[src/hdl/cvp_pkg.sv]
// Shared types and constants for the clip test / perspective divide / viewport block.
package cvp_pkg;

    localparam int CW    = 32;
    localparam int DW    = 13;
    localparam int LANES = 4;

    localparam int LANE_X   = 0;
    localparam int LANE_Y   = 1;
    localparam int LANE_Z   = 2;
    localparam int LANE_ONE = 3;

    localparam logic REG_WIDTH  = 1'b0;
    localparam logic REG_HEIGHT = 1'b1;

    localparam logic [DW-1:0] WIDTH_RESET  = DW'(640);
    localparam logic [DW-1:0] HEIGHT_RESET = DW'(480);

    localparam logic [CW-1:0] CMAX = {1'b0, {(CW-1){1'b1}}};
    localparam logic [CW-1:0] CMIN = {1'b1, {(CW-1){1'b0}}};

    typedef struct packed {
        logic signed [CW-1:0] clip_x;
        logic signed [CW-1:0] clip_y;
        logic signed [CW-1:0] clip_z;
        logic signed [CW-1:0] clip_w;
    } vertex_t;

    typedef struct packed {
        logic                 inside_res;
        logic signed [CW-1:0] device_x;
        logic signed [CW-1:0] device_y;
        logic signed [CW-1:0] depth;
        logic signed [CW-1:0] inv_w;
        logic                 range_error;
    } result_t;

    // per-word control riding along the divider chain
    typedef struct packed {
        logic             valid;
        logic [LANES-1:0] neg;
        logic [LANES-1:0] nneg;
        logic [LANES-1:0] nzero;
        logic             wzero;
        logic             in_volume;
    } ctl_t;

endpackage

[src/hdl/cvp_cell.sv]
// One restoring-division cell: produces one quotient bit for each of the four lanes.
module cvp_cell #(
    parameter int QW = 48
) (
    input  logic                                  clk,
    input  logic                                  rst_n,
    input  cvp_pkg::ctl_t                         ctl_in,
    input  logic [cvp_pkg::CW-1:0]                div_in,
    input  logic [cvp_pkg::LANES-1:0][cvp_pkg::CW-1:0] rem_in,
    input  logic [cvp_pkg::LANES-1:0][QW-1:0]     nq_in,
    output cvp_pkg::ctl_t                         ctl_out,
    output logic [cvp_pkg::CW-1:0]                div_out,
    output logic [cvp_pkg::LANES-1:0][cvp_pkg::CW-1:0] rem_out,
    output logic [cvp_pkg::LANES-1:0][QW-1:0]     nq_out
);

    cvp_pkg::ctl_t                                 ctl_reg;
    logic [cvp_pkg::CW-1:0]                        div_reg;
    logic [cvp_pkg::LANES-1:0][cvp_pkg::CW-1:0]    rem_reg, rem_next;
    logic [cvp_pkg::LANES-1:0][QW-1:0]             nq_reg, nq_next;

    always_comb
    begin
        logic [cvp_pkg::CW:0] t;
        logic                 ge;
        for (int l = 0; l < cvp_pkg::LANES; l++)
        begin
            t  = {rem_in[l], nq_in[l][QW-1]};
            ge = (t >= {1'b0, div_in});
            rem_next[l] = ge ? cvp_pkg::CW'(t - {1'b0, div_in}) : t[cvp_pkg::CW-1:0];
            nq_next[l]  = {nq_in[l][QW-2:0], ge};
        end
    end

    always_ff @(posedge clk or negedge rst_n)
    begin
        if (!rst_n)
        begin
            ctl_reg <= '0;
        end
        else
        begin
            ctl_reg <= ctl_in;
        end
    end

    always_ff @(posedge clk)
    begin
        div_reg <= div_in;
        rem_reg <= rem_next;
        nq_reg  <= nq_next;
    end

    assign ctl_out = ctl_reg;
    assign div_out = div_reg;
    assign rem_out = rem_reg;
    assign nq_out  = nq_reg;

endmodule

[config.mk]
export PLATFORM = sky130hd
export DESIGN_NAME = cvp_cell
export DESIGN_NICKNAME = d
export VERILOG_FILES = /design/src/hdl/cvp_pkg.sv /design/src/hdl/cvp_cell.sv
export SDC_FILE = /design/constraint.sdc
export NUM_CORES = 1
export LEC_CHECK = 0
export ABC_AREA = 0
export BUFFER_PORTS_ARGS = -buffer_cell sky130_fd_sc_hd__buf_4
export CORE_AREA = 2 2 289 291
export DETAILED_ROUTE_END_ITERATION = 10
export DIE_AREA = 0 0 291 293
export GPL_TIMING_DRIVEN = 0
export PLACE_DENSITY = 0.51
export SYNTH_ARGS = -nofsm -noshare
export SYNTH_HDL_FRONTEND = slang
export SYNTH_SLANG_ARGS = --single-unit
export TNS_END_PERCENT = 10
[constraint.sdc]
create_clock -name clk -period 0.8 [get_ports clk]
set_input_delay 0.04 -clock clk [delete_from_list [all_inputs] [get_ports clk]]
set_output_delay 0.04 -clock clk [all_outputs]
set_load 0.1 [all_outputs]
* Word-level counts from Yosys, hierarchy flattened
Index checks and enable logic that the tools add are counted.
** Storage, ports and cells
- Register bits after elaboration :: 367
** Cells by class
- $lt $le $gt $ge :: 4
- Muxes and demuxes :: 4
- Add/sub/neg operators :: 4
** Operator list (count)
- 33-bit by 32-bit >= comparator with 1-bit output :: 4
- 32-bit two-way mux :: 4
- 32-bit subtractor :: 4

* Logic depth before layout (Yosys ltp)
- Word-level depth :: 2
- Mapped depth :: 13
- Depth with buffers taken out :: 11

* Least setup slack after synthesis
OpenSTA, ideal clock, no wires.
- Kind :: input -> register
- Start :: input port div_in[10] in the netlist's numbering
- End :: register rem_reg, in the netlist rem_out[25]
- Arrival :: 2.471 ns
- Buffers on the path :: 1
- Data required time :: 0.679 ns
- Stages on the path :: 11
- Path slack :: -1.792 ns
- Setup time :: 0.121 ns
- Cells stage by stage :: inv_1 > ha_1 > a211oi_2 > o21bai_1 > or4_4 > o21ba_2 > o21bai_4 > nand2_2 > a21oi_4 > buf_4 > mux2_2
** RTL lines
- start: declaration :: RTL line cvp_cell.sv:8 : input logic [cvp_pkg::CW-1:0] div_in,
- end signal: assignment :: RTL line cvp_cell.sv:50 : rem_reg <= rem_next;
- end: declaration :: RTL line cvp_cell.sv:19 : logic [cvp_pkg::LANES-1:0][cvp_pkg::CW-1:0] rem_reg, rem_next;

==> results.toml <==
[run_status]
status = "complete, but fails checks"
violations = "hold timing, setup timing"

[die]
die-area_mm2 = 0.0853
start_util = 0.196
pin_count = 736
core_mm2 = 0.0818
placementRows = 105
die_h_um = 293
die_x_um = 291

[clock_tree]
ctsHtreeMaxLevel = 2
cts.clk_slew.worst_paths_ns = 0.06
cts.sinks = 367
cts_max_path_buffers = 3
root_buffer = "clkbuf_16"
cts_buffers = 45
cts_tree = "built"

[flow_run]
maxCapViolCount = 0

[yosys]
ys.warnings.count = 0
synthCells = 1644
ys_ff_latch = 367
async_reset_ff_frac = 0.0409
synth_area_leaders = "dfxtp_1 (44%), ha_1 (10%), a21oi_1 (5.0%), mux2_2 (4.0%), nor2_1 (3.2%)"
synth_cell_types = 76
yosysTopAreaCell = "dfxtp_1"
ys.flop_type = "dfxtp_1"
syn-num-nets = 2145
synth_edf_count = 0
syn-cell-area_mm2 = 0.0161
postSynthAreaPerCell_um2 = 9.77
yosys.area.top_type_share = 0.439
yosysSeqAreaShare = 0.462

[setup_path]
arrival_ns = 2.71
cp-end-kind = "register"
worst_ep_required_time_ns = 1.28
path_class = "primary input to register"
worst_setup_path_start_kind = "primary input"
crit_fanout = 6

[detailed_routing]
drt_wl_total_um = 98700
drt_iter0_drc = 775
via_per_inst = 4.47
wl_per_cell_um = 24.5
ant_nets = 0
via_count = 17994
route.detailed.drc = 0
dr.pass1.iters = 5

[min_path]
holdPathStages = 1
hold_class = "primary input to register"

[place]
placed_area_mm2 = 0.0232
place_ws_ns = -2.99
portBuffers = 735
dp_cells = 3449
dp_hpwl_um = 73400
place.gp.congestion = 0.887

[power_and_ir_drop]
swShare = 0.432
power_density_mw_per_mm2 = 2330
power_mw = 79.4
pwr-share-seq = 0.272
leakagePower_nw = 14.8
p_int_mw = 45.1
comb_power_share = 0.469
p_clk_frac = 0.259
p_sw_mw = 34.3
vdd_ir_drop_max_uv = 1800

[sta]
period_share = 2.79
slew_headroom = 0.644
drv_slew = 0
whs_ns = -0.391
worst_slew_pin_slew_ns = 0.530
max_freq_mhz = 447
fin_crit_ns = 2.24
final-hold-violation-count = 28
rsz0062_at_grt = "true"
finalSetupViolations = 499
setup_ws_ns = -1.44

[global_route]
grt_max_degree = 16
grt_antenna_before_repair = 26
grt_pass1_vias = 18038
track_usage = 0.217
grt_pass1_wl_um = 132000
grt.overflow.total = 0

[final_layout]
final_nets = 3408
stdcell_count = 4030
area_delta_synth_final_pct = 112
drive_above_1_share = 0.511
fin_area_mm2 = 0.0341
## critical path: stages
cell	delay, ns
buf_8	0.08
clkinvlp_4	0.08
buf_12	0.15
ha_4	0.26
nand4_1	0.14
or4_4	0.56
o31ai_4	0.29
nor3_2	0.10
a31oi_2	0.18
nand3_2	0.14
clkinv_4	0.14
buf_12	0.12
buf_16	0.11
mux2_4	0.29
## cells in the mapped netlist, types with 14 or more instances
| cell type | instances |
|---|---|
| o21bai_1 | 17 |
| nor2_1 | 139 |
| xnor2_1 | 56 |
| a31oi_1 | 19 |
| o211ai_1 | 15 |
| a211oi_1 | 14 |
| nor3_1 | 19 |
| o21a_1 | 27 |
| o21ai_0 | 75 |
| nand2_1 | 89 |
| mux2_2 | 57 |
| a21o_1 | 53 |
| dfxtp_1 | 352 |
| clkbuf_1 | 41 |
| a21oi_1 | 162 |
| inv_1 | 62 |
| nand3_1 | 40 |
| xor2_1 | 41 |
| nor2b_1 | 16 |
| nand4_1 | 25 |
| dfrtp_1 | 15 |
| ha_1 | 128 |
## sequential cells by signal, summed over array words and instances (netlist names)
register and count:
nq_out 192, rem_out 128, div_out 32, ctl_out 15
## power groups by stage
stage          registers, mW  logic, mW  clock network, mW
2_1_floorplan           36.4       6.58                  0
3_3_place_gp            21.4       30.0                  0
3_5_place_dp            21.4       30.0                  0
4_1_cts                 21.2       34.6               21.3
5_1_grt                 21.8       38.6               22.0
6_report                21.6       37.3               20.6
## metal layers
metal	global-route usage	vias to the layer above	wire length, um	share of wire
li1	-	8472	-	-
met5	0	-	79	0.00080
met2	0.390	697	48700	0.49
met1	0.231	8610	36100	0.37
met3	0.0536	203	6190	0.063
met4	0.128	12	7600	0.077
## path summary, 6_finish.rpt
| kind | slack [ns] | startpoint | endpoint |
|---|---|---|---|
| min in group asynchronous | 0.47 | rst_n | ctl_out[4] |
| max | -1.44 | div_in[12] | rem_out[105] |
| min | -0.39 | div_in[1] | div_out[1] |
| max in group asynchronous | 0.14 | rst_n | ctl_out[12] |
## through the flow
stage,utilization,setup TNS (ns)
finish,0.417,-322.79
global route,0.417,-344.44
CTS,0.383,-350.18
detailed placement,0.283,-341.17
global placement,0.283,-340.35
floorplan,-,-247.94
## placed cells by master, fill, tap and decap left out, types with 15 or more instances in the layout
| cell | n |
|---|---|
| o21ai_0 | 48 |
| nor2_4 | 29 |
| a21oi_1 | 106 |
| mux2_2 | 15 |
| buf_4 | 671 |
| nand3_1 | 33 |
| buf_12 | 165 |
| inv_1 | 29 |
| clkbuf_16 | 53 |
| o211ai_1 | 15 |
| ha_4 | 45 |
| nand2_1 | 77 |
| xnor2_1 | 56 |
| dfxtp_2 | 109 |
| o21a_1 | 26 |
| buf_6 | 34 |
| a21o_1 | 53 |
| diode_2 | 18 |
| ha_1 | 57 |
| buf_8 | 23 |
| mux2_4 | 42 |
| a21oi_2 | 47 |
| nor3_1 | 15 |
| ha_2 | 26 |
| clkinvlp_4 | 34 |
| xor2_1 | 39 |
| nand4_1 | 25 |
| nor2_1 | 101 |
| dfrtp_1 | 15 |
| dfxtp_1 | 234 |
| nor2b_1 | 15 |
| dlygate4sd3_1 | 348 |
## repair_timing
| action | CTS | global route |
|---|---|---|
| setup buffers | 107 | 31 |
| resized for setup | 504 | 599 |
| hold buffers | 330 | 26 |
| pin swaps | 62 | 55 |
| endpoints found under the setup margin | 499 | 499 |
| cloned | 11 | 1 |
| hold endpoints to repair | 378 | 48 |
## area by class of cell
class / instances / area (um2)
Tap cell: 1070 / 1340
Buffer: 42 / 498
Inverter: 64 / 370
Fill cell: 7798 / 47700
Sequential cell: 367 / 7590
Timing Repair Buffer: 1234 / 12600
Multi-Input combinational cell: 1153 / 10200
Antenna cell: 18 / 45.0
Clock buffer: 64 / 1300
Clock inverter: 18 / 159
## logic make-up (layout without fill, tap and decap cells)
group,count (synthesis),after routing,share of synthesized area
flops,367,367,0.462
xor+xnor,97,97,0.0529
other cells,0,18,0
compound gates,469,469,0.188
mux,60,60,0.0418
buf+inv,124,1422,0.0319
simple gates,395,395,0.118
fa+ha+maj,132,132,0.105
No activity file was read; power rests on OpenSTA's default activity.
