`config.mk`:
```
export PLATFORM = sky130hd
export DESIGN_NAME = cvp_post
export DESIGN_NICKNAME = d
export VERILOG_FILES = /design/src/hdl/cvp_pkg.sv /design/src/hdl/cvp_post.sv
export SDC_FILE = /design/constraint.sdc
export NUM_CORES = 2
export LEC_CHECK = 0
export BUFFER_PORTS_ARGS = -buffer_cell sky130_fd_sc_hd__buf_2
export CELL_PAD_IN_SITES_DETAIL_PLACEMENT = 1
export CELL_PAD_IN_SITES_GLOBAL_PLACEMENT = 2
export CORE_ASPECT_RATIO = 1.75
export CORE_MARGIN = 2
export CORE_UTILIZATION = 35
export DETAILED_ROUTE_END_ITERATION = 10
export GPL_ROUTABILITY_DRIVEN = 0
export MAX_ROUTING_LAYER = met4
export PLACE_DENSITY_LB_ADDON = 0.1
export SKIP_CTS_REPAIR_TIMING = 1
export SYNTH_ARGS = -nofsm -noshare
export SYNTH_HDL_FRONTEND = slang
export SYNTH_SLANG_ARGS = --single-unit
```
`constraint.sdc`:
```
create_clock -name clk -period 9.1 [get_ports clk]
set_input_delay 1.82 -clock clk [delete_from_list [all_inputs] [get_ports clk]]
set_output_delay 1.82 -clock clk [all_outputs]
set_load 0.01 [all_outputs]
```
`src/hdl/cvp_pkg.sv`:
```
// Shared types and constants for the clip test / perspective divide / viewport block.
package cvp_pkg;

    localparam int CW    = 32;
    localparam int DW    = 13;
    localparam int LANES = 4;

    localparam int LANE_X   = 0;
    localparam int LANE_Y   = 1;
    localparam int LANE_Z   = 2;
    localparam int LANE_ONE = 3;

    localparam logic REG_WIDTH  = 1'b0;
    localparam logic REG_HEIGHT = 1'b1;

    localparam logic [DW-1:0] WIDTH_RESET  = DW'(640);
    localparam logic [DW-1:0] HEIGHT_RESET = DW'(480);

    localparam logic [CW-1:0] CMAX = {1'b0, {(CW-1){1'b1}}};
    localparam logic [CW-1:0] CMIN = {1'b1, {(CW-1){1'b0}}};

    typedef struct packed {
        logic signed [CW-1:0] clip_x;
        logic signed [CW-1:0] clip_y;
        logic signed [CW-1:0] clip_z;
        logic signed [CW-1:0] clip_w;
    } vertex_t;

    typedef struct packed {
        logic                 inside_res;
        logic signed [CW-1:0] device_x;
        logic signed [CW-1:0] device_y;
        logic signed [CW-1:0] depth;
        logic signed [CW-1:0] inv_w;
        logic                 range_error;
    } result_t;

    // per-word control riding along the divider chain
    typedef struct packed {
        logic             valid;
        logic [LANES-1:0] neg;
        logic [LANES-1:0] nneg;
        logic [LANES-1:0] nzero;
        logic             wzero;
        logic             in_volume;
    } ctl_t;

endpackage

```
`src/hdl/cvp_post.sv`:
```
// Quotient saturation, viewport scale and final halving, three register stages.
module cvp_post #(
    parameter int FRAC_BITS = 16,
    parameter int QW        = 48
) (
    input  logic                              clk,
    input  logic                              rst_n,
    input  cvp_pkg::ctl_t                     ctl,
    input  logic [cvp_pkg::LANES-1:0][QW-1:0] nq,
    input  logic [cvp_pkg::DW-1:0]            device_width,
    input  logic [cvp_pkg::DW-1:0]            device_height,
    output cvp_pkg::result_t                  result,
    output logic                              done
);

    localparam int CW = cvp_pkg::CW;
    localparam int PW = CW + cvp_pkg::DW + 2;
    localparam logic [CW:0] ONE_EXT = (CW+1)'(1) << FRAC_BITS;

    // stage A
    logic [cvp_pkg::LANES-1:0][CW-1:0] q;
    logic                              err_a;
    logic                              va_reg;
    logic                              ins_a_reg, err_a_reg;
    logic signed [CW:0]                sx_reg, sy_reg;
    logic [CW-1:0]                     dz_a_reg, iw_a_reg;

    always_comb
    begin
        logic [QW-1:0] mag;
        logic          ovp, ovn;
        err_a = ctl.wzero;
        for (int l = 0; l < cvp_pkg::LANES; l++)
        begin
            mag = nq[l];
            ovp = |mag[QW-1:CW-1];
            ovn = (|mag[QW-1:CW]) | (mag[CW-1] & (|mag[CW-2:0]));
            if (ctl.wzero)
            begin
                q[l] = ctl.nzero[l] ? '0 : (ctl.nneg[l] ? cvp_pkg::CMIN : cvp_pkg::CMAX);
            end
            else if (ctl.neg[l])
            begin
                q[l]  = ovn ? cvp_pkg::CMIN : CW'(-mag[CW-1:0]);
                err_a = err_a | ovn;
            end
            else
            begin
                q[l]  = ovp ? cvp_pkg::CMAX : mag[CW-1:0];
                err_a = err_a | ovp;
            end
        end
    end

    always_ff @(posedge clk)
    begin
        ins_a_reg <= ctl.in_volume;
        err_a_reg <= err_a;
        sx_reg    <= $signed({q[cvp_pkg::LANE_X][CW-1], q[cvp_pkg::LANE_X]} + ONE_EXT);
        sy_reg    <= $signed({q[cvp_pkg::LANE_Y][CW-1], q[cvp_pkg::LANE_Y]} + ONE_EXT);
        dz_a_reg  <= q[cvp_pkg::LANE_Z];
        iw_a_reg  <= q[cvp_pkg::LANE_ONE];
    end

    // stage B: scale
    logic                 vb_reg, ins_b_reg, err_b_reg;
    logic signed [PW-1:0] px_reg, py_reg;
    logic [CW-1:0]        dz_b_reg, iw_b_reg;

    always_ff @(posedge clk)
    begin
        ins_b_reg <= ins_a_reg;
        err_b_reg <= err_a_reg;
        px_reg    <= sx_reg * $signed({1'b0, device_width});
        py_reg    <= sy_reg * $signed({1'b0, device_height});
        dz_b_reg  <= dz_a_reg;
        iw_b_reg  <= iw_a_reg;
    end

    // stage C: halve toward zero, saturate
    logic signed [PW-1:0] hx, hy;
    logic                 ovx, ovy;
    cvp_pkg::result_t     res_reg, res_next;
    logic                 done_reg;

    always_comb
    begin
        hx  = (px_reg + $signed({{(PW-1){1'b0}}, px_reg[PW-1]})) >>> 1;
        hy  = (py_reg + $signed({{(PW-1){1'b0}}, py_reg[PW-1]})) >>> 1;
        ovx = !((&hx[PW-1:CW-1]) | ~(|hx[PW-1:CW-1]));
        ovy = !((&hy[PW-1:CW-1]) | ~(|hy[PW-1:CW-1]));
        res_next.inside_res  = ins_b_reg;
        res_next.device_x    = ovx ? (hx[PW-1] ? cvp_pkg::CMIN : cvp_pkg::CMAX) : hx[CW-1:0];
        res_next.device_y    = ovy ? (hy[PW-1] ? cvp_pkg::CMIN : cvp_pkg::CMAX) : hy[CW-1:0];
        res_next.depth       = dz_b_reg;
        res_next.inv_w       = iw_b_reg;
        res_next.range_error = err_b_reg | ovx | ovy;
    end

    always_ff @(posedge clk)
    begin
        res_reg <= res_next;
    end

    always_ff @(posedge clk or negedge rst_n)
    begin
        if (!rst_n)
        begin
            va_reg   <= 1'b0;
            vb_reg   <= 1'b0;
            done_reg <= 1'b0;
        end
        else
        begin
            va_reg   <= ctl.valid;
            vb_reg   <= va_reg;
            done_reg <= vb_reg;
        end
    end

    assign result = res_reg;
    assign done   = done_reg;

endmodule

```
## Word level (Yosys, flattened, before mapping)

Cells that the tools add are included.

| storage, ports and cells | value |
|---|---|
| bits in registers | 425 |
| latch bits | 0 |
| RAM bits | 0 |
| memory bits (read-only) | 0 |
| input bits | 235 |
| output and inout bits | 131 |
| memories | 0 |

| operators by class | value |
|---|---|
| add/sub/neg operators | 8 |
| multipliers | 2 |
| divide/modulo/power cells | 0 |
| order comparisons | 0 |
| eq/ne operators | 0 |
| shifts and indexed selects | 0 |
| multiplexer cells | 36 |
| bitwise operators | 22 |
| reduce and logical (&&, ||, !) cells | 18 |

Operators with widths:

| kind | number |
|---|---|
| $mux W32 | 28 |
| $neg A32 Y32 | 4 |
| $reduce_or A31 Y1 | 4 |
| $add A47 B2 Y47 | 2 |
| $mul A33 B14 Y47 | 2 |
| $reduce_or A17 Y1 | 4 |
| $add A32 B18 Y33 const B | 2 |
| $reduce_or A16 Y1 | 4 |
| $reduce_and A15 Y1 | 2 |
| $reduce_or A15 Y1 | 2 |
| $or A1 B1 Y1 | 16 |
| $mux W1 | 8 |
| $and A1 B1 Y1 | 4 |
| $logic_not A1 Y1 | 2 |
| $not A1 Y1 | 2 |

## Logic depth before layout (Yosys ltp)

| depth | value |
|---|---|
| depth after elaboration | 15 |
| mapped depth | 24 |
| mapped depth without buffers | 23 |

## Least setup slack after synthesis

Ideal clock, no wire load.

| timing path | value |
|---|---|
| kind | input to register |
| start | input device_width[5] (netlist name) |
| end | register px_reg[43] |
| arrival | 7.605 ns |
| required time | 8.978 ns |
| setup slack | 1.373 ns |
| stages on the path | 20 |
| path buffers | 1 |
| path through | clkbuf_1 -> nand2_1 -> fa_1 -> fa_1 -> inv_1 -> fa_1 -> fa_1 -> fa_1 -> inv_1 -> fa_1 -> inv_1 -> ha_1 -> nand4_1 -> or4_1 -> and3_1 -> o21ai_0 -> a211o_1 -> a31oi_1 -> o2111a_1 -> a311o_1 |

| between the ends | value |
|---|---|
| cells in the longest elaborated chain, start to end | 1 |

RTL lines:

| what | RTL line | text |
|---|---|---|
| start: declaration | cvp_post.sv:10 | `input logic [cvp_pkg::DW-1:0] device_width,` |
| $mul A33 B14 Y47 | cvp_post.sv:74 | `px_reg <= sx_reg * $signed({1'b0, device_width});` |
| end signal: assignment | cvp_post.sv:74 |  |
| end: declaration | cvp_post.sv:67 | `logic signed [PW-1:0] px_reg, py_reg;` |

No other way between the ends.

## Final worst setup path

| timing path | value |
|---|---|
| start | input device_width[3] (netlist name) |
| end | register px_reg[46] |

Same word-level chain as after synthesis.

==> impl_results.md <==
* Share of final-layout standard cells stronger than drive strength 1 at 0.103
* Top cells by area in the synthesized netlist: fa_1, dfxtp_1, inv_1
* Setup TNS Final at 0 ns
* Total Die Area at 137,000 um2
* Yosys warnings at 0
* Global-route usage over all layers at 0.265
* Global route overflow at 0
* Proportion of power drawn by the clock network at 0.084
* Clock root cell: clkbuf_16
* Via count of the routed design at 38,162
* Slack of the worst reg-to-reg path at 1.78 ns
* Detailed-route wire length per cell at 23.3 um
* Min-Delay Startpoint: iw_a_reg[2]
* Vias in the first global route at 43,311
* Internal power component at 11.4 mW
* Aggregate routed wire length at 172,000 um
* Post-Synthesis Net Count at 6,540
* Pin count of the biggest net entering global routing at 52
* Total I/O pin count at 366
* Number of design rule violations left after detail routing at 0
* CTS H-tree depth at 2
* Reg2Reg Capture Point: px_reg[43]
* Main flop type after synthesis: dfxtp_1
* Pins Over Slew Limit at 0
* Reported net switching power at 12.5 mW
* CTS Buf Count at 46
* Critical register-to-register path startpoint: sx_reg[15]
* Net count reported at finish at 6,772
* Required @ worst endpoint at 9.63 ns
* DPL Wire Length at 141,000 um
* Proportion of power drawn by flip-flops and latches at 0.127
* Average vias per placed instance at 5.16
* Layout-stage area growth over the synthesis result at 11.5%
* Total setup violations reported at the end of the flow at 0
* Mean instance size in the synthesized netlist at 8.85 um2
* Measured slew at the worst slew-check pin at 1.15 ns
* Final antenna-violating net count at 0
* Max IR drop VDD at 0.000571 V
* Top cell family by delay on the critical path: adder cells
* Combinational share of power at 0.788
* Async set-reset flop share out of synthesis at 0.00706
* Kind of end point of the critical path: flip-flop
* Worst hold slack at 0.322 ns
* EDFF count, synth at 0
* Cells along the critical path: buf_2 > and2_1 > fa_1 > inv_1 > fa_1 > inv_1 > fa_1 > inv_1 > fa_1 > inv_1 > fa_1 > inv_1 > fa_1 > inv_1 > ha_1 > inv_1 > a211oi_1 > o211ai_1 > nand3_1 > a31oi_1 > o21ai_0 > a31oi_1 > o311a_1 > a211oi_1
* Max-slew headroom at the worst pin at 0.229
* Die X-Extent at 281 um
* Area of the multi-input gates at 34,000 um2
* Sort of element at the start of the critical path: input port
* Portion of synthesized cell area occupied by the leading cell type at 0.332
* Max-cap violation count at 0
* Placement Rows at 177
* Hold EP: iw_b_reg[2]
* WHS Path Cells at 0
* Wire length of the first global-routing pass at 262,000 um
* Switching fraction of total power at 0.524
* Proportion of synthesized chip area in sequential cells at 0.182
* Core Region at 133,000 um2
* Library cell appearing most often on the critical path: inv_1
* Critical path peak fanout at 33
* Final clock period utilization by the worst path at 0.894
* Fin Clk Skew at 0.0672 ns
* Clock tree from TritonCTS: yes
* Number of buffer and inverter instances along the worst setup path at 8
* Count of distinct cell types in the synthesized netlist at 92
* Classification of the worst-slack hold path: flip-flop to flip-flop
* Worst reg-to-reg path cell count at 21
* Reg area at 8520 um2
* Result of the run: complete, no violations
* Number of DRC violations after detailed-routing iteration 0 at 1,483
* Number of flip-flops and latches in the synthesized netlist at 425
* CP max-delay cell: fa_1
* Largest area contributor in the netlist: fa_1
* Worst Path Class, Setup: input port to flip-flop
* Largest register FFs at 130
* Setup repair after global routing missed its margin: false
* Initial core utilization at 0.353
* Post-synthesis instance area at 46,900 um2
* Min Clock Period, post-route at 8.14 ns
* Gate count after technology mapping at 5,303
* Source-to-sink clock delay at the later pin of the worst-skew pair at 0.66 ns
* F_max at 0.123 GHz
* Antenna violations before repair at 36
* First-pass iteration count of the detailed router at 5
* Clock Sink Count at 425
* Leak Pwr at 24.6 nW
* Maximum buffer depth of the clock tree at 3
* Highest cell delay on the worst timing path at 0.65 ns
* Hold Violations, Final at 0
* Pwr per Cell Area at 456 nW/um2
* Number of I/O port buffers at 365
* Fillcell total at 15,664
* DIE HEIGHT at 488 um
* Leading cell types by count after synthesis: inv_1, fa_1, nand2_1
* Most common cell in the synthesized netlist: inv_1
* CTS clock-pin slew for the worst setup and hold paths at 0.07 ns
* Arrival time at the worst endpoint at 8.67 ns
==> cell type report <==
type	count	share of cell area
multi-input combinational	3708	0.650
antenna	27	0.00129
clock buffer	55	0.0238
clock inverter	30	0.00784
sequential	425	0.163
inverter	920	0.0660
timing repair buffer	434	0.0455
tap	1790	0.0428
==> layer usage <==
layer  wire length (um)  GRT usage  up-vias
met5                  0          -        -
met4              12300      0.159        0
met3               5820     0.0373      406
met2              97600      0.520      781
met1              56400      0.235    19693
li1                   -          -    17282
==> cells by family (layout without fill, tap and decap cells) <==
logic type | count (synthesis) | in the layout | synth area share
AND/OR/NAND/NOR | 1728 | 1728 | 0.187
buffers and inverters | 1170 | 1439 | 0.0941
adder cells (fa/ha/maj) | 1002 | 1002 | 0.392
AO/OA/AOI/OAI | 744 | 744 | 0.101
flip-flops | 425 | 425 | 0.182
XOR/XNOR | 187 | 187 | 0.0349
multiplexers | 47 | 47 | 0.0102
other | 0 | 27 | 0
==> placed cells by master, fill, tap and decap left out, types with 24 or more instances in the layout <==
master,n
inv_1,919
fa_1,778
nand2_1,652
dfxtp_1,422
and2_1,395
buf_2,365
ha_1,224
a21oi_1,209
o21ai_0,186
nor2_1,180
xnor2_1,107
nor3_1,94
xor2_1,80
nand3_1,79
buf_4,66
a21o_1,60
nand4_1,51
clkbuf_16,46
and3_1,44
nor4_1,42
mux2i_1,42
or3_1,40
a211oi_1,31
o31ai_1,30
diode_2,27
a31oi_1,25
or4_1,24
==> stage by stage <==
| stage | setup WS [ns] | area, um2 | util | power [mW] | instances |
|---|---|---|---|---|---|
| 2_1_floorplan | 1.37 | 46900 | - | 16.1 | 5303 |
| 3_3_place_gp | 0.491 | 50600 | 0.380 | 22.1 | 7277 |
| 3_5_place_dp | 0.291 | 50600 | 0.380 | 22.3 | 7277 |
| 4_1_cts | 0.917 | 52300 | 0.393 | 24.4 | 7362 |
| 5_1_grt | 0.542 | 52300 | 0.393 | 26.6 | 7385 |
| 6_report | 0.960 | 52300 | 0.393 | 23.9 | 7389 |
==> power by group through the flow <==
stage          clock, mW  sequential (mW)  combinational (mW)
2_1_floorplan          0             2.93                13.2
3_3_place_gp           0             3.08                19.0
3_5_place_dp           0             3.09                19.2
4_1_cts             2.09             3.05                19.3
5_1_grt             2.16             3.10                21.4
6_report            2.02             3.04                18.8
==> worst max path at each step <==
stage / to / startpoint / cells past startpoint / slack, ns
floorplan: px_reg[43] / device_width[5] / 20 / 1.37
global placement: px_reg[43] / device_width[5] / 22 / 0.49
detailed placement: px_reg[43] / device_width[3] / 22 / 0.29
CTS: px_reg[43] / device_width[3] / 22 / 0.92
global route: px_reg[46] / device_width[3] / 24 / 0.54
finish: px_reg[46] / device_width[3] / 24 / 0.96
Power figures use the tool's default switching activity.
